--- src/design/text_scroll_position_controller_assert.svh ---
// assertion macros for the text scroll position controller
`ifndef TEXT_SCROLL_POSITION_CONTROLLER_ASSERT_SVH
`define TEXT_SCROLL_POSITION_CONTROLLER_ASSERT_SVH

// same-cycle implication, checked out of reset
`define TSP_ASSERT_NOW(lbl, clk, rst_n, ante, cons) \
    lbl: assert property (@(posedge clk) disable iff (!rst_n) (ante) |-> (cons)) \
        else $error("scroll controller assertion failed");

// next-cycle implication, checked out of reset
`define TSP_ASSERT_NEXT(lbl, clk, rst_n, ante, cons) \
    lbl: assert property (@(posedge clk) disable iff (!rst_n) (ante) |=> (cons)) \
        else $error("scroll controller assertion failed");

`endif

--- src/design/tsp_pkg.sv ---
// types, codes and constants shared by the scroll position controller
`timescale 1ns / 1ps

package tsp_pkg;

    localparam int POS_W = 14;
    localparam int CFG_DATA_W = 12;
    localparam int CFG_IDX_W = 3;

    typedef enum logic [2:0] {
        MODE_OFF        = 3'd0,
        MODE_STOPPED    = 3'd1,
        MODE_WRAP       = 3'd2,
        MODE_WRAP_LEFT  = 3'd3,
        MODE_BOUNCE_FWD = 3'd4,
        MODE_BOUNCE_REV = 3'd5
    } t_mode;

    typedef enum logic [1:0] {
        CMD_TICK  = 2'd0,
        CMD_START = 2'd1,
        CMD_STOP  = 2'd2,
        CMD_NOP   = 2'd3
    } t_cmd;

    typedef enum logic [CFG_IDX_W-1:0] {
        REG_SCROLL_MODE     = 3'd0,
        REG_FRAMES_PER_STEP = 3'd1,
        REG_TEXT_WIDTH      = 3'd2,
        REG_VISIBLE_WIDTH   = 3'd3,
        REG_LEFT_OFFSET     = 3'd4
    } t_reg_idx;

    typedef struct packed {
        t_cmd               cmd;
        logic signed [15:0] loop_request;
    } t_in_item;

    typedef struct packed {
        logic signed [12:0] position;
        logic signed [15:0] loops_remaining;
        logic               moving_right;
        logic               redraw;
    } t_out_item;

    typedef struct packed {
        logic [2:0]        scroll_mode;
        logic [7:0]        frames_per_step;
        logic [11:0]       text_width;
        logic [7:0]        visible_width;
        logic signed [8:0] left_offset;
    } t_cfg;

    typedef struct packed {
        logic signed [POS_W-1:0] cur_position;
        logic signed [POS_W-1:0] pos_min;
        logic signed [POS_W-1:0] pos_max;
        logic signed [15:0]      loop_count;
        logic [8:0]              frame_count;
        t_mode                   active_mode;
    } t_state;

endpackage

--- src/design/text_scroll_position_controller.sv ---
// top level of the text scroll position controller
//
//   channel   direction  handshake                 payload
//   command   in         i_in_valid / o_in_ready   i_in_data  (cmd, loop_request)
//   result    out        o_out_valid / i_out_ready o_out_data (position, loops, flags)
//   config    in         i_cfg_we                  i_cfg_idx, i_cfg_data
//
// one command per cycle while the result is not stalled; each result passes through the
// command register and then the result register; the command register feeds the step logic,
// which updates the scroll state and the result register in the same edge
// a stalled result holds the pipe; the command register still takes a new
// transfer whenever it empties into the result register
// reset clears the scroll state and both valid flags, and sets the config registers to their defaults
`timescale 1ns / 1ps

module text_scroll_position_controller import tsp_pkg::*; (
    input  logic                  i_clk,
    input  logic                  i_rst_n,
    input  logic                  i_in_valid,
    output logic                  o_in_ready,
    input  t_in_item              i_in_data,
    output logic                  o_out_valid,
    input  logic                  i_out_ready,
    output t_out_item             o_out_data,
    input  logic                  i_cfg_we,
    input  logic [CFG_IDX_W-1:0]  i_cfg_idx,
    input  logic [CFG_DATA_W-1:0] i_cfg_data
);

    `include "text_scroll_position_controller_assert.svh"

    t_cfg      cfg;
    t_in_item  r_in;
    logic      r_in_valid;
    t_out_item r_out;
    logic      r_out_valid;
    t_state    r_st;
    t_state    n_st;
    t_out_item n_out;
    logic      out_load;
    logic      cmd_adv;

    tsp_cfg_regs u_cfg (
        .i_clk      (i_clk),
        .i_rst_n    (i_rst_n),
        .i_cfg_we   (i_cfg_we),
        .i_cfg_idx  (i_cfg_idx),
        .i_cfg_data (i_cfg_data),
        .o_cfg      (cfg)
    );

    tsp_step u_step (
        .i_cfg  (cfg),
        .i_item (r_in),
        .i_st   (r_st),
        .o_st   (n_st),
        .o_out  (n_out)
    );

    assign out_load   = !r_out_valid || i_out_ready;
    assign cmd_adv    = r_in_valid && out_load;
    assign o_in_ready = !r_in_valid || out_load;

    always_ff @(posedge i_clk) begin
        if (!i_rst_n) begin
            r_in_valid  <= 1'b0;
            r_out_valid <= 1'b0;
            r_st        <= '0;
        end else begin
            if (o_in_ready) begin
                r_in_valid <= i_in_valid;
            end
            if (out_load) begin
                r_out_valid <= r_in_valid;
            end
            if (cmd_adv) begin
                r_st <= n_st;
            end
        end
    end

    always_ff @(posedge i_clk) begin
        if (o_in_ready) begin
            r_in <= i_in_data;
        end
        if (cmd_adv) begin
            r_out <= n_out;
        end
    end

    assign o_out_valid = r_out_valid;
    assign o_out_data  = r_out;

    `TSP_ASSERT_NEXT(a_adv_gives_result, i_clk, i_rst_n, cmd_adv, r_out_valid)
    `TSP_ASSERT_NEXT(a_no_redraw_off_tick, i_clk, i_rst_n,
        cmd_adv && r_in.cmd != CMD_TICK, !r_out.redraw)
    `TSP_ASSERT_NEXT(a_stop_one_loop, i_clk, i_rst_n,
        cmd_adv && r_in.cmd == CMD_STOP, r_out.loops_remaining == 16'sd1)
    `TSP_ASSERT_NEXT(a_redraw_clears_div, i_clk, i_rst_n,
        cmd_adv && n_out.redraw, r_st.frame_count == 9'd0)

endmodule

--- src/design/tsp_cfg_regs.sv ---
// configuration register file of the scroll position controller
`timescale 1ns / 1ps

module tsp_cfg_regs import tsp_pkg::*; (
    input  logic                  i_clk,
    input  logic                  i_rst_n,
    input  logic                  i_cfg_we,
    input  logic [CFG_IDX_W-1:0]  i_cfg_idx,
    input  logic [CFG_DATA_W-1:0] i_cfg_data,
    output t_cfg                  o_cfg
);

    t_cfg r_cfg;

    always_ff @(posedge i_clk) begin
        if (!i_rst_n) begin
            r_cfg.scroll_mode     <= 3'd0;
            r_cfg.frames_per_step <= 8'd0;
            r_cfg.text_width      <= 12'd0;
            r_cfg.visible_width   <= 8'd32;
            r_cfg.left_offset     <= 9'sd0;
        end else if (i_cfg_we) begin
            // indexes past the last register are dropped
            case (i_cfg_idx)
                REG_SCROLL_MODE:     r_cfg.scroll_mode     <= i_cfg_data[2:0];
                REG_FRAMES_PER_STEP: r_cfg.frames_per_step <= i_cfg_data[7:0];
                REG_TEXT_WIDTH:      r_cfg.text_width      <= i_cfg_data[11:0];
                REG_VISIBLE_WIDTH:   r_cfg.visible_width   <= i_cfg_data[7:0];
                REG_LEFT_OFFSET:     r_cfg.left_offset     <= i_cfg_data[8:0];
                default: begin
                end
            endcase
        end
    end

    assign o_cfg = r_cfg;

endmodule

--- src/design/tsp_step.sv ---
// next-state and result logic for one command of the scroll controller
`timescale 1ns / 1ps

module tsp_step import tsp_pkg::*; (
    input  t_cfg      i_cfg,
    input  t_in_item  i_item,
    input  t_state    i_st,
    output t_state    o_st,
    output t_out_item o_out
);

    t_state                  n_st;
    t_mode                   start_mode;
    logic                    stepped;
    logic [8:0]              fc_inc;
    logic signed [POS_W-1:0] pos_dec;
    logic signed [POS_W-1:0] pos_inc;
    logic signed [15:0]      loops_dec;
    logic signed [POS_W-1:0] offset_ext;
    logic signed [POS_W-1:0] min_start;
    logic signed [POS_W-1:0] max_start;

    always_comb begin
        // codes above bounce reverse behave exactly like off
        if (i_cfg.scroll_mode > 3'(MODE_BOUNCE_REV)) begin
            start_mode = MODE_OFF;
        end else begin
            start_mode = t_mode'(i_cfg.scroll_mode);
        end
    end

    assign pos_dec    = i_st.cur_position - POS_W'(1);
    assign pos_inc    = i_st.cur_position + POS_W'(1);
    assign loops_dec  = (i_st.loop_count > 0) ? (i_st.loop_count - 16'sd1) : i_st.loop_count;
    assign offset_ext = POS_W'(i_cfg.left_offset);
    assign min_start  = POS_W'(0) - POS_W'({1'b0, i_cfg.text_width});
    assign max_start  = POS_W'({1'b0, i_cfg.visible_width});
    assign fc_inc     = i_st.frame_count + 9'd1;

    always_comb begin
        n_st    = i_st;
        stepped = 1'b0;
        unique case (i_item.cmd)
            CMD_START: begin
                n_st.loop_count  = i_item.loop_request;
                n_st.active_mode = start_mode;
                unique case (start_mode)
                    MODE_WRAP, MODE_BOUNCE_FWD: begin
                        n_st.pos_min      = min_start;
                        n_st.pos_max      = max_start;
                        n_st.cur_position = max_start;
                    end
                    MODE_WRAP_LEFT: begin
                        n_st.pos_min      = min_start;
                        n_st.pos_max      = max_start;
                        n_st.cur_position = offset_ext;
                    end
                    MODE_BOUNCE_REV: begin
                        n_st.pos_min      = min_start;
                        n_st.pos_max      = max_start;
                        n_st.cur_position = min_start;
                    end
                    default: begin
                        n_st.pos_min      = '0;
                        n_st.pos_max      = '0;
                        n_st.cur_position = '0;
                    end
                endcase
            end
            CMD_STOP: begin
                n_st.loop_count   = 16'sd1;
                n_st.cur_position = i_st.pos_min;
            end
            CMD_TICK: begin
                // idle ticks leave the frame divider alone
                if (i_st.loop_count != 16'sd0) begin
                    n_st.frame_count = fc_inc;
                    if (fc_inc > {1'b0, i_cfg.frames_per_step}) begin
                        n_st.frame_count = 9'd0;
                        stepped          = 1'b1;
                        unique case (i_st.active_mode)
                            MODE_WRAP, MODE_WRAP_LEFT: begin
                                if (pos_dec <= i_st.pos_min) begin
                                    n_st.cur_position = i_st.pos_max;
                                    n_st.loop_count   = loops_dec;
                                end else begin
                                    n_st.cur_position = pos_dec;
                                end
                            end
                            MODE_BOUNCE_FWD: begin
                                n_st.cur_position = pos_dec;
                                if (pos_dec <= i_st.pos_min) begin
                                    n_st.active_mode = MODE_BOUNCE_REV;
                                    n_st.loop_count  = loops_dec;
                                end
                            end
                            MODE_BOUNCE_REV: begin
                                n_st.cur_position = pos_inc;
                                if (pos_inc >= i_st.pos_max) begin
                                    n_st.active_mode = MODE_BOUNCE_FWD;
                                    n_st.loop_count  = loops_dec;
                                end
                            end
                            default: begin
                                n_st.cur_position = offset_ext;
                            end
                        endcase
                    end
                end
            end
            CMD_NOP: begin
            end
        endcase
    end

    assign o_st                  = n_st;
    assign o_out.position        = n_st.cur_position[12:0];
    assign o_out.loops_remaining = n_st.loop_count;
    assign o_out.moving_right    = (n_st.active_mode == MODE_BOUNCE_REV);
    assign o_out.redraw          = stepped;

endmodule
--- config.mk ---
export PLATFORM = sky130hd
export DESIGN_NAME = text_scroll_position_controller
export DESIGN_NICKNAME = d
export VERILOG_FILES = /design/src/design/tsp_pkg.sv /design/src/design/text_scroll_position_controller.sv /design/src/design/tsp_cfg_regs.sv /design/src/design/tsp_step.sv
export VERILOG_INCLUDE_DIRS = /design/src /design/src/design
export SDC_FILE = /design/constraint.sdc
export NUM_CORES = 1
export LEC_CHECK = 0
export BUFFER_PORTS_ARGS = -buffer_cell sky130_fd_sc_hd__buf_2
export CORE_ASPECT_RATIO = 0.75
export CORE_UTILIZATION = 60
export DETAILED_ROUTE_END_ITERATION = 6
export PLACE_DENSITY = 0.86
export SLEW_MARGIN = 25
export SYNTH_ARGS = -nofsm -noshare
export SYNTH_HDL_FRONTEND = slang
export SYNTH_SLANG_ARGS = --single-unit
--- constraint.sdc ---
create_clock -name i_clk -period 5.3 [get_ports i_clk]
set_input_delay 1.06 -clock i_clk [delete_from_list [all_inputs] [get_ports i_clk]]
set_output_delay 1.06 -clock i_clk [all_outputs]
set_load 0.01 [all_outputs]
# Yosys cells after proc, flatten, opt, wreduce, memory -nomap -nowiden
# Cells that the tools add are included.
[op_classes]
add_sub_neg = 5
n_mul = 0
div = 0
magnitude_cmp = 5
n_eq_ne = 17
shifts = 0
mux = 19
bitwise_logic = 0
n_reduce_logical = 21
[op_table]
columns = ["op", "count"]
rows = [
  ["$pmux 42 s3", 1],
  ["$pmux 14 s3", 2],
  ["$mux 28", 2],
  ["$mux 16", 3],
  ["$pmux 16 s3", 1],
  ["$mux 14", 3],
  ["$pmux 16 s2", 1],
  ["$eq 3x2->1 const B", 6],
  ["$eq 3x3->1 const B", 6],
  ["$gt 16x1->1 const B", 1],
  ["$reduce_bool 16->1", 1],
  ["$sub 16x2->16 const B", 1],
  ["$add 14x2->14 const B", 1],
  ["$ge 14x14->1", 1],
  ["$le 14x14->1", 1],
  ["$reduce_and 2->1", 7],
  ["$sub 14x2->14 const B", 1],
  ["$sub 1x12->13 const A", 1],
  ["$pmux 3 s2", 2],
  ["$add 9x1->9 const B", 1],
  ["$gt 9x8->1", 1],
  ["$mux 3", 3],
  ["$ne 2x1->1 const B", 2],
  ["$reduce_and 4->1", 1],
  ["14 further kinds", 17],
]
[word_totals]
ff_bits = 161
latch_bits = 0
ramBits = 0
mem_bits_ro = 0
in_bits = 38
out_inout_bits = 33
word_cells = 87
n_memories = 0

# Logic depth before layout (Yosys ltp)
# Gate-level depths: netlist of run 1.
[logic_depth]
ltp_word = 8
mapped_depth = 16
ltp_nobuf = 15

# Cells and area by module
# A second synthesis of run 1 with hierarchy kept.
[unflattened]
cells_unflattened = 1304
hier_area_um2 = 11138.2
[by_module_without_submodules]
columns = ["module", "instances", "cells_each", "area_each_um2", "seq_area_each_um2"]
rows = [
  ["tsp_step", 1, 795, 5205.0, 0.0],
  ["text_scroll_position_controller", 1, 361, 4421.7, 2912.8],
  ["tsp_cfg_regs", 1, 148, 1511.4, 800.8],
]

# Worst setup path after synthesis of run 1
# No wires, ideal clock.
[synth_path]
path_type = "reg2reg"
from = "register r_st[56] in the netlist's numbering"
to = "register r_st[66] in the netlist's numbering"
setup_time_ns = 0.119
arrival_ns = 4.014
required_time_ns = 5.181
path_slack_ns = 1.167
path_stages_with_launch = 14
n_path_buf = 0
period_less_slack_ns = 4.133
cell_sequence = "dfxtp_1 or4_1 or4_1 or3_1 xnor2_1 ha_1 nand4_1 nor4_1 mux2_2 a21o_1 o22ai_1 a221o_1 a211o_1 o221a_2"
[synth_via]
elab_chain_cells = 7
elab_cells_between_ends = 8
cone_classes = "2 x add/sub; 1 x order compare; 5 x mux"
[synth_rtl]
columns = ["item", "line", "rtl"]
rows = [
  ["start, declared", "text_scroll_position_controller.sv:37", "t_state r_st;"],
  ["start signal, assigned", "text_scroll_position_controller.sv:77", "r_st <= n_st;"],
  ["$sub 14x2->14", "tsp_step.sv:32", "assign pos_dec = i_st.cur_position - POS_W'(1);"],
  ["$le 14x14->1", "tsp_step.sv:83", "if (pos_dec <= i_st.pos_min) begin"],
  ["$mux 14", "tsp_step.sv:83", ""],
  ["$pmux 14 s3 *", "tsp_step.sv:81", "unique case (i_st.active_mode)"],
  ["$mux 14 *", "tsp_step.sv:78", "if (fc_inc > {1'b0, i_cfg.frames_per_step}) begin"],
  ["$mux 14 *", "tsp_step.sv:76", "if (i_st.loop_count != 16'sd0) begin"],
  ["$pmux 14 s3 *", "tsp_step.sv:43", "unique case (i_item.cmd)"],
]
# Every way passes the cells marked *; elsewhere a longest branch is shown, timed or not. The select of a mux whose other input is x is not followed.
# A chain may end at the register's enable or synchronous reset.

# Final worst setup path of run 1
# Ends and elaborated chain as after synthesis.

==> summary by stage, run 1 <==
Run status
The flow ran to the end, but the final reports show violations. The checks that failed: DRC.

Power and ir drop
The worst voltage drop across the vdd grid is 0.0002135 V. The power per unit of standard cell area is just over 300 mW/mm². In this run the static leakage power is 0.003815 µW.

STA
Dividing the final minimum period by the clock period gives 0.8949. Hold timing on the final database bottoms out at a slack of slightly below 0.5 ns. The minimum clock period after layout is 4.743 ns.

Setup violations remaining at the end of the flow were counted as 0. The actual transition at the worst max-transition pin is 0.9796 ns. Across the routed clock network, the largest skew measured is 0.006718 ns. For the final routed database, the setup TNS stands at 0 ns. Static timing analysis puts the maximum clock frequency at 210.8 MHz. The worst slew slack as a fraction of its limit is 0.3469. The number of max-slew violations in the final report is 0. The minimum setup slack in the final design is between 0.5 and 0.6 ns. Setup repair after global routing left no endpoint under its margin. The hold violation count in the final report is 0.

Global routing
The global-route total usage across every layer is 0.3764. The number of global-route vias before repair is 8196. The remaining global-route overflow is 0. The first global-routing pass estimated 45800 µm of wire. The initial antenna violation count is 0. Entering global routing, the biggest net connects 54 pins.

Yosys
The flip-flop cell with the highest count after synthesis is sky130_fd_sc_hd__dfxtp_1. The synthesized netlist occupies a cell area of just over 0.009 mm². By count the netlist is led by sky130_fd_sc_hd__nand2_1, sky130_fd_sc_hd__nor2_1, sky130_fd_sc_hd__dfxtp_1, sky130_fd_sc_hd__a21oi_1, sky130_fd_sc_hd__o21ai_0. After synthesis, the share of flip-flops with an asynchronous set or reset is 0. The synthesized netlist cell count is about 1100. The share of Yosys cell area claimed by the top area cell type is 0.2277. For this run, the number of Yosys warnings is 0.

The synthesized design contains 49 enable-type register cells. The average footprint of a synthesized cell is 8.113 µm². The sequential fraction of the synthesis area is 0.3870. After synthesis, the netlist uses 84 different library cells. Counting flops and latches in the post-synthesis netlist gives 154. The library cell occupying the most area in the post-synthesis netlist is sky130_fd_sc_hd__dfxtp_1. Among all cell types in the netlist, the one instantiated most often is sky130_fd_sc_hd__nand2_1. By area the synthesized netlist is led by sky130_fd_sc_hd__dfxtp_1, sky130_fd_sc_hd__edfxtp_1, sky130_fd_sc_hd__nand2_1. The number of nets in the synthesized netlist is 1214.

Finish
The area growth from synthesis to layout is 11.10%. In the final layout, the share of cells above drive strength 1 is 0.1117. The filler cells instantiated in the layout total 1196. The number of antenna diodes is 0.

The non-filler instance count after layout is around 1400. Once layout is complete, the utilization of the core stands at 0.6959. The final layout net count is 1245.

Worst hold path
The worst hold path was traced through 2 stages. The class of the tightest hold or removal check is flop to flop. The startpoint identified for the worst hold timing path is u_cfg.o_cfg[10]. For hold timing, the worst endpoint is u_cfg.o_cfg[10].

Routing
For this block, the initial DRC count from the detailed router was approximately 1500. The count of TritonRoute iterations in the first routing pass is 7. The total DRC errors in the routed layout is 1. Dividing the detail-routed via count by the number of cells gives 6.668. The total via count in the routed design is 9215. The routed design has 29380 µm of wire. The number of routed nets with antenna violations is 0.

After detailed routing, the average wire length per cell comes to approximately 21 µm.

Placed design
The placement-stage worst setup slack is about 0.67 ns. The number of placed instances, taps included, is 1350. Port buffering added 70 buffers. The congestion estimate from routability-driven global placement came to roughly 0.99. Once detailed placement completed, the half-perimeter wirelength came to between 20000 and 25000 µm.

Die
The initial utilization of the core area, before any placement, comes to 0.6264. The die outline height is 109.4 µm. From left edge to right edge, the die measures 145.2 µm. The boundary pin count is 71. The count of standard-cell rows is 38.

The floorplan die area is 0.01589 mm². The standard cell core area is 0.01474 mm².

Flow run
Max-cap violations in this run came to 0.

Critical path
The data arrival time at the worst-slack endpoint is 5.08 ns. The critical path endpoint category is a flop. The cell type with the highest occurrence count on the critical path is sky130_fd_sc_hd__or4_1.

The largest fanout on the critical path is 9. Walking the worst path, the cells encountered are or4_1, or4_1, or3_1, xnor2_1, ha_1, nand4_1, nor4_1, mux2_2, a21o_1, o22ai_1, a221o_1, a211o_1, o221a_2. Measured in cells, the most critical reg-to-reg path has a length of 13. Counting both buffers and inverters, the worst setup path holds a total of 0.

The required arrival time at the worst endpoint is between 5 and 6 ns. For this run, the slowest stage of the critical path takes between 0.6 and 0.7 ns. Across all register-to-register paths, the minimum setup slack is 0.56 ns. The classification of the worst setup path is flop to flop. The endpoint identified for the worst register-to-register timing path is r_st[66]. The kind of cell adding the most delay to the critical path is simple AND/OR/NAND/NOR gates. The element type at the critical path start is a flop. The worst reg2reg path startpoint is r_st[56].

The critical-path cell with the highest stage delay is sky130_fd_sc_hd__or4_1.

Clock tree
Counting every sink on the clock net gives 154. The clock passes through at most 2 buffers. The clock tree from TritonCTS is built.

The clock latency on the worst-skew pair is 0.44 ns. Counting the buffers created by CTS gives 17. The total of cells resized after clock tree synthesis is 0. The H-tree generated during clock tree synthesis spans 4 levels.

The clock transition at the registers of the reported paths is 0.06 ns. CTS placed an instance of sky130_fd_sc_hd__clkbuf_16 at the clock tree root. The number of post-CTS setup repair buffers is 0. After clock tree synthesis, the flow added hold-fix buffers numbering 0.
worst min-delay path, stage by stage, from the launching register on:
cell	delay, ns
sky130_fd_sc_hd__dfxtp_1	0.32
sky130_fd_sc_hd__nand2_1	0.06
sky130_fd_sc_hd__a21oi_1	0.05
cell families (layout without fill, tap and decap cells):
kind of cell    Yosys count  after routing  synth area share
compound gates          324            324            0.2274
xor+xnor                 37             37           0.03510
fa+ha+maj                38             38           0.05150
buf+inv                 125            169           0.05258
flops                   154            154            0.3870
mux                      16             16           0.01762
simple gates            444            444            0.2288
power by group:
group | switching, µW | internal (µW)
registers | 50.9 | 1260
clock network | 490 | 790
logic | 343 | 174
state kept, by name, indices dropped and copies added (netlist names):
register / cells
u_cfg.o_cfg: 40
r_st: 63
o_out_valid: 1
r_in_valid: 1
o_out_data: 31
r_in: 18
layout by cell type (no fill, tap or decap), types with 14 or more instances in the layout:
cell,count
sky130_fd_sc_hd__nand3_1,34
sky130_fd_sc_hd__o21ai_0,60
sky130_fd_sc_hd__ha_1,38
sky130_fd_sc_hd__a21oi_1,99
sky130_fd_sc_hd__inv_1,52
sky130_fd_sc_hd__dfxtp_1,105
sky130_fd_sc_hd__clkbuf_16,19
sky130_fd_sc_hd__edfxtp_1,49
sky130_fd_sc_hd__buf_2,70
sky130_fd_sc_hd__nor3_1,16
sky130_fd_sc_hd__a22oi_1,26
sky130_fd_sc_hd__xnor2_1,26
sky130_fd_sc_hd__mux2i_1,14
sky130_fd_sc_hd__nor2_1,120
sky130_fd_sc_hd__a31oi_1,20
sky130_fd_sc_hd__nand2_1,164
layer usage:
layer / wire, µm / global-route usage / share of wire
met4: 644 / 0.1165 / 0.022
met3: 4094 / 0.1224 / 0.14
met1: 12450 / 0.5332 / 0.42
met2: 12200 / 0.5416 / 0.42
met5: 0 / 0 / 0
worst max path at each step:
| stage | from | slack [ns] | cells after the start | endpoint |
|---|---|---|---|---|
| after floorplan | r_st[56] | 1.17 | 13 | r_st[66] |
| after global placement | r_st[56] | 0.71 | 13 | r_st[66] |
| after detailed placement | r_st[56] | 0.67 | 15 | r_st[66] |
| after CTS | r_st[56] | 0.62 | 15 | r_st[66] |
| after global routing | r_st[56] | 0.34 | 15 | r_st[66] |
| final | r_st[56] | 0.56 | 13 | r_st[66] |
per-stage QoR:
stage          total power [µW]  cell area (µm²)
2_1_floorplan              1669             9233
3_3_place_gp               1819             9641
3_5_place_dp               1825             9641
4_1_cts                    3083            10250
5_1_grt                    3203            10260
6_report                   3106            10260
final cells by class:
type,instances,area (µm²),share of cell area
sequential,154,3573,0.3484
multi-input combinational,859,5176,0.5046
timing repair buffer,81,432.9,0.04221
clock buffer,28,539.3,0.05257
inverter,56,210.2,0.02049
clock inverter,4,75.07,0.007319
tap,200,250.2,0.02440
Note: power is estimated with default switching activity, not from simulation.
==> inputs of run 2 (changes only) <==
Settings changed: CORE_ASPECT_RATIO 0.75 to default.
==> summary by stage, run 2 (synthesis results as in run 1) <==
Global routing
The initial antenna violation count is 0 (unchanged). The number of global-route vias before repair is 8139 (was 8196). The first-pass GRT wire length is 43010 µm (was 45800 µm). The remaining global-route overflow came to 0 (unchanged). The global-route total usage across every layer is 0.3462 (was 0.3764). The largest net degree at the start of global routing was 60 (was 54).

Die
The boundary pin count came to 71 (unchanged). The standard cell core area is 0.01475 mm² (was 0.01474 mm²). The floorplan die area is 0.01589 mm² (about the same). The die outline height was 126.0 µm (was 109.4 µm).

The starting density of the core is 0.6258 (was 0.6264). The count of standard-cell rows is 44 (was 38). The overall die width is 126.0 µm (was 145.2 µm).

Worst hold path
The class of the tightest hold or removal check is flop to flop (unchanged). The cell depth of the worst min-delay path is 2 (unchanged).

STA
The actual transition at the worst max-transition pin is 0.9777 ns (was 0.9796 ns). The clock tree skew after final layout is 0.01080 ns (was 0.006718 ns). The number of failing setup endpoints in the final timing report is 0 (unchanged).

The hold violation count in the final report came to 0 (unchanged). The worst slew slack as a fraction of its limit is 0.3472 (was 0.3469). The number of max-slew violations in the final report came to 0 (unchanged).

The final-layout setup total negative slack came to 0 ns (unchanged). The final cycle utilization of the critical path is 0.8791 (was 0.8949). Unrepaired setup endpoints after global routing: false (unchanged).

The maximum frequency from static timing analysis is 214.6 MHz (was 210.8 MHz). The minimum clock period after layout is 4.659 ns (was 4.743 ns).

Finish
The area growth from synthesis to final layout is 10.45% (was 11.10%). The number of filler cells placed in the layout is 1170 (was 1196). The ratio of cells with drive above 1 in the final layout came to 0.1152 (was 0.1117). The final layout net count is 1244 (was 1245). The footprint of the multi-input gates was 0.005174 mm² (was 0.005176 mm²). Commonest non-fill, non-tap cells in the layout: sky130_fd_sc_hd__nand2_1, sky130_fd_sc_hd__nor2_1, sky130_fd_sc_hd__dfxtp_1, sky130_fd_sc_hd__a21oi_1, sky130_fd_sc_hd__buf_2 (unchanged). The most common cell after layout, fill and taps aside is sky130_fd_sc_hd__nand2_1 (unchanged). The number of antenna diodes came to 0 (unchanged).

The storage element area is 0.003573 mm² (unchanged). The flip-flop count of the largest register, all copies and words added is 63 (unchanged). The top register by number of flip-flops is r_st (unchanged).

Flow run
The number of violations of the max-capacitance limit is 0 (unchanged).

Clock tree
The clock sink total is 154 (unchanged). The clock latency on the worst-skew pair is 0.44 ns (about the same). The total of cells resized after clock tree synthesis is 0 (unchanged). The clock transition at the registers of the reported paths is 0.06 ns (about the same). The maximum clock insertion buffer count came to 2 (unchanged). The total of hold buffers inserted after clock tree synthesis is 0 (unchanged). The clock tree from TritonCTS was built (unchanged). The CTS root buffer is sky130_fd_sc_hd__clkbuf_16 (unchanged). The number of post-CTS setup repair buffers is 0 (unchanged).

The total CTS buffers came to 17 (unchanged). The number of levels the H-tree was split into is 4 (unchanged).

Critical path
Cells along the critical path: or4_1, or4_1, or3_1, xnor2_1, ha_1, nand4_1, nor4_1, mux2_2, a21o_1, o22ai_1, a221o_1, a211o_1, o221a_2 (unchanged). The total buffers and inverters traversed by the critical path is 0 (unchanged). The classification of the worst setup path is flop to flop (unchanged). The cell type with the highest occurrence count on the critical path is sky130_fd_sc_hd__or4_1 (unchanged). The count of cell instances traversed by the critical path was 13 (unchanged). The required arrival time at the worst endpoint is 5.63 ns (about the same). The kind of cell adding the most delay to the critical path is simple AND/OR/NAND/NOR gates (unchanged). The critical path endpoint category is a flop (unchanged). The largest fanout on the critical path came to 9 (unchanged). The worst reg-to-reg path cell count is 13 (unchanged). The critical-path cell with the highest stage delay is sky130_fd_sc_hd__or4_1 (unchanged). The data arrival time at the worst-slack endpoint came to 4.99 ns (was 5.08 ns). The element type at the critical path start is a flop (unchanged).

The longest individual stage delay on the worst path is 0.63 ns (was 0.62 ns).

Placed design
The routability-driven placement congestion ratio is 1.019 (was 0.9930). The half-perimeter wire length after detailed placement is 19000 µm (was 20960 µm). The count of input and output buffers came to 70 (unchanged).

Routing
The average wire per cell in the routed design is 19.88 µm (was 21.26 µm). The total DRC errors in the routed layout is 9 (was 1). The number of routed nets with antenna violations is 0 (unchanged). The total via count in the routed design is 9110 (was 9215).

The total routed wirelength is 27140 µm (was 29380 µm). The via density per instance came to 6.674 (was 6.668). The count of TritonRoute iterations in the first routing pass came to 7 (unchanged). The count of routing violations after the opening detailed-route iteration is 1476 (was 1473).

Power and ir drop
The overall power consumption is 3015 µW (was 3106 µW). The worst voltage drop across the vdd grid is 0.0002538 V (was 0.0002135 V). The reported leakage power was 0.003802 µW (was 0.003815 µW).

The power per unit of standard cell area is 295.6 mW/mm² (was 302.8 mW/mm²).

Run status
Failing checks: DRC (unchanged). Result of the run: finished with violations (unchanged).
[run 2: layout make-up]
| type | count | share of cell area |
|---|---|---|
| well taps | 184 | 0.02258 |
| multi-input cells | 859 | 0.5074 |
| clock buffers | 19 | 0.04442 |
| repair buffers | 80 | 0.04172 |
| clock inverters | 13 | 0.01288 |
| inverters | 56 | 0.02061 |
| flip-flops and latches | 154 | 0.3504 |
[run 2: where the power goes]
group          switching [µW]  internal (µW)  leakage (µW)  total, µW
registers                45.0           1260       0.00134       1300
logic                     330            172       0.00217        502
clock network             526            683      0.000291       1210
total                     901           2110       0.00380       3010
[run 2: through the flow]
| step | setup WS [ns] | hold slack [ns] | instance area, µm² | util | instances |
|---|---|---|---|---|---|
| 2_1_floorplan | 1.167 | 0.4466 | 9233 | - | 1138 |
| 3_3_place_gp | 0.8050 | 0.4627 | 9605 | 0.6510 | 1332 |
| 3_5_place_dp | 0.7513 | 0.4757 | 9605 | 0.6510 | 1332 |
| 4_1_cts | 0.7001 | 0.4842 | 10190 | 0.6906 | 1364 |
| 5_1_grt | 0.3724 | 0.5140 | 10200 | 0.6911 | 1365 |
| 6_report | 0.6407 | 0.4826 | 10200 | 0.6911 | 1365 |
[run 2: worst paths after layout]
check / from / end / slack, ns
max: r_st[56] / r_st[66] / 0.64
min: r_st[54] / r_st[54] / 0.48
max reg2reg: r_st[56] / r_st[66] / 0.64
min reg2reg: r_st[54] / r_st[54] / 0.48
[run 2: tightest hold or removal path, cell delays in order (launching register included)]
cell and delay [ns]:
sky130_fd_sc_hd__dfxtp_1 0.32, sky130_fd_sc_hd__nand2_1 0.06, sky130_fd_sc_hd__a21oi_1 0.05
[run 2: metal layers]
| metal | part of all wire | track usage | routed length [µm] |
|---|---|---|---|
| met1 | 0.41 | 0.4724 | 11170 |
| met2 | 0.44 | 0.5242 | 12060 |
| met3 | 0.11 | 0.08284 | 3051 |
| met4 | 0.032 | 0.1467 | 862 |
| met5 | 0 | 0 | 0 |
==> inputs of run 3 (changes only) <==
Settings changed: GPL_TIMING_DRIVEN from default to 0.
==> summary by stage, run 3 (synthesis results as in run 1) <==
Die
The starting density of the core was 0.6258 (unchanged). The standard cell core area is 0.01475 mm² (unchanged). The floorplan die area is 0.01589 mm² (unchanged).

The overall die width was 126.0 µm (unchanged). The die outline height is 126.0 µm (unchanged). The count of standard-cell rows is 44 (unchanged). The boundary pin count came to 71 (unchanged).

Finish
The most common cell after layout, fill and taps aside is sky130_fd_sc_hd__nand2_1 (unchanged). The cell area after layout was 0.01043 mm² (was 0.01020 mm²). The flip-flop count of the largest register, all copies and words added is 63 (unchanged). The ratio of cells with drive above 1 in the final layout is 0.1089 (was 0.1152). The area growth from synthesis to final layout is 13.01% (was 10.45%). The top register by number of flip-flops is r_st (unchanged).

Commonest non-fill, non-tap cells in the layout: sky130_fd_sc_hd__nand2_1, sky130_fd_sc_hd__nor2_1, sky130_fd_sc_hd__dfxtp_1, sky130_fd_sc_hd__a21oi_1, sky130_fd_sc_hd__buf_2 (unchanged). The number of filler cells placed in the layout was 1232 (was 1170). The non-filler instance count after layout was 1425 (was 1365). The final layout net count is 1303 (was 1244).

STA
The minimum setup slack in the final design was 0.2607 ns (was 0.6407 ns). The number of max-slew violations in the final report is 0 (unchanged). The actual transition at the worst max-transition pin is 1.040 ns (was 0.9777 ns). Unrepaired setup endpoints after global routing: false (unchanged).

The clock tree skew after final layout is 0.01294 ns (was 0.01080 ns). The final cycle utilization of the critical path is 0.9508 (was 0.8791). The final-layout setup total negative slack is 0 ns (unchanged). The hold violation count in the final report is 0 (unchanged). The number of failing setup endpoints in the final timing report came to 0 (unchanged). The worst slew slack as a fraction of its limit is 0.3022 (was 0.3472).

The minimum clock period after layout is 5.039 ns (was 4.659 ns). The maximum frequency from static timing analysis came to 198.4 MHz (was 214.6 MHz).

Clock tree
The clock tree from TritonCTS is built (unchanged). The CTS root buffer is sky130_fd_sc_hd__clkbuf_16 (unchanged). The total of cells resized after clock tree synthesis is 0 (unchanged). The clock transition at the registers of the reported paths is 0.07 ns (was 0.06 ns). The number of post-CTS setup repair buffers is 0 (unchanged). The total CTS buffers came to 17 (unchanged).

The number of levels the H-tree was split into came to 4 (unchanged). The total of hold buffers inserted after clock tree synthesis is 0 (unchanged). The clock latency on the worst-skew pair came to 0.45 ns (was 0.44 ns). The clock sink total came to 154 (unchanged).

The maximum clock insertion buffer count is 2 (unchanged).

Critical path
The critical path endpoint category is a flop (unchanged). The critical-path cell with the highest stage delay is sky130_fd_sc_hd__nor4_2 (was sky130_fd_sc_hd__or4_1). The largest fanout on the critical path was 9 (unchanged). The endpoint of the lowest-slack register-to-register path was r_st[66] (unchanged).

The element type at the critical path start is a flop (unchanged). The endpoint of the most critical setup path is r_st[66] (unchanged). The worst reg2reg path startpoint is r_st[56] (unchanged). Cells along the critical path: inv_1, ha_1, nor3b_1, nand3b_1, or4_1, xnor2_1, ha_1, nand4_1, nor4_2, mux2_2, a21o_1, o22ai_1, a221o_1, a211o_1, o221a_2 (was or4_1, or4_1, or3_1, xnor2_1, ha_1, nand4_1, nor4_1, mux2_2, a21o_1, o22ai_1, a221o_1, a211o_1, o221a_2).

The launch point of the critical path is r_st[56] (unchanged). The required arrival time at the worst endpoint is 5.63 ns (about the same). The longest individual stage delay on the worst path is 0.48 ns (was 0.63 ns).

The worst setup slack for register-to-register paths came to 0.26 ns (was 0.64 ns). The cell type with the highest occurrence count on the critical path is sky130_fd_sc_hd__ha_1 (was sky130_fd_sc_hd__or4_1). The data arrival time at the worst-slack endpoint was 5.37 ns (was 4.99 ns). The worst reg-to-reg path cell count is 15 (was 13). The classification of the worst setup path was flop to flop (unchanged).

Placed design
The half-perimeter wire length after detailed placement is 21750 µm (was 19000 µm). The placement-stage worst setup slack is 0.2992 ns (was 0.7513 ns). The total instance count after detailed placement is 1392 (was 1332). The count of input and output buffers is 69 (was 70).

The routability-driven placement congestion ratio is 0.9677 (was 1.019). The area of placed instances was 0.009837 mm² (was 0.009605 mm²).

Routing
The total via count in the routed design is 9391 (was 9110). The count of TritonRoute iterations in the first routing pass is 7 (unchanged). The count of routing violations after the opening detailed-route iteration was 1381 (was 1476). The total DRC errors in the routed layout is 1 (was 9). The average wire per cell in the routed design was 20.77 µm (was 19.88 µm). The via density per instance is 6.590 (was 6.674).

The total routed wirelength is 29590 µm (was 27140 µm). The number of routed nets with antenna violations is 0 (unchanged).

Run status
Failing checks: DRC (unchanged). Result of the run: finished with violations (unchanged).

Power and ir drop
The overall power consumption came to 3069 µW (was 3015 µW). The worst voltage drop across the vdd grid is 0.0002847 V (was 0.0002538 V). The power per unit of standard cell area is 294.2 mW/mm² (was 295.6 mW/mm²). The reported leakage power is 0.003878 µW (was 0.003802 µW).

Worst hold path
The class of the tightest hold or removal check is flop to flop (unchanged).

Global routing
The remaining global-route overflow came to 0 (unchanged). The largest net degree at the start of global routing is 25 (was 60). The global-route total usage across every layer is 0.3819 (was 0.3462).

The first-pass GRT wire length is 46420 µm (was 43010 µm). The initial antenna violation count was 2 (was 0). The number of global-route vias before repair came to 8589 (was 8139).

Flow run
The number of violations of the max-capacitance limit is 0 (unchanged).
[run 3: cell types whose count changed in the layout (fill, tap and decap cells not counted), sizes merged]
cell / previous run / this run
clkinvlp: 0 / 1
diode: 0 / 1
clkbuf: 19 / 77
bufinv: 1 / 0
buf: 80 / 81
inv: 62 / 63
clkinv: 6 / 5
[run 3: worst min path at each step]
stage | start | endpoint | slack (ns) | depth (start not counted)
finish | r_st[54] | r_st[54] | 0.49 | 2
floorplan | u_cfg.o_cfg[6] | u_cfg.o_cfg[6] | 0.45 | 2
global route | r_st[54] | r_st[54] | 0.50 | 2
CTS | r_st[54] | r_st[54] | 0.48 | 2
detailed placement | r_st[54] | r_st[54] | 0.47 | 2
global placement | r_st[54] | r_st[54] | 0.46 | 2
[run 3: final cells by class]
class	instances	area, µm²	share of cell area
Timing Repair Buffer	70	372.9	0.03574
Sequential cell	154	3573	0.3425
Clock buffer	19	464.2	0.04449
Buffer	69	276.5	0.02650
Clock inverter	13	123.9	0.01187
Antenna cell	1	2.502	0.0002398
Tap cell	184	230.2	0.02206
Inverter	56	210.2	0.02015
Multi-Input combinational cell	859	5180	0.4965
[run 3: through the flow]
step	util	hold WS, ns
2_1_floorplan	-	0.4466
3_3_place_gp	0.6648	0.4604
3_5_place_dp	0.6667	0.4725
4_1_cts	0.7066	0.4817
5_1_grt	0.7070	0.5011
6_report	0.7072	0.4886
[run 3: power by group]
part           internal (µW)  switching (µW)  leakage [µW]  total, µW
Combinational            185             368       0.00225        552
Clock                    660             567      0.000290       1230
Sequential              1260            31.3       0.00134       1290
Total                   2100             966       0.00388       3070
[run 3: layer usage]
metal  GRT usage  wire length (µm)  up-vias  share of wire
met5           0                 0        -              0
li1            -                 -     4314              -
met2      0.5674             12710      613           0.43
met4      0.1588               941        0          0.032
met3      0.1079              3483       87           0.12
met1      0.5206             12460     4377           0.42
[run 3: worst max-delay path: cells and delay by family, from the launching register on]
kind	cells	cell delay [ns]
flops	1	0.42
compound gates	5	1.59
simple gates	5	1.74
mux	1	0.28
fa+ha+maj	2	0.53
xor+xnor	1	0.18
buf+inv	1	0.18
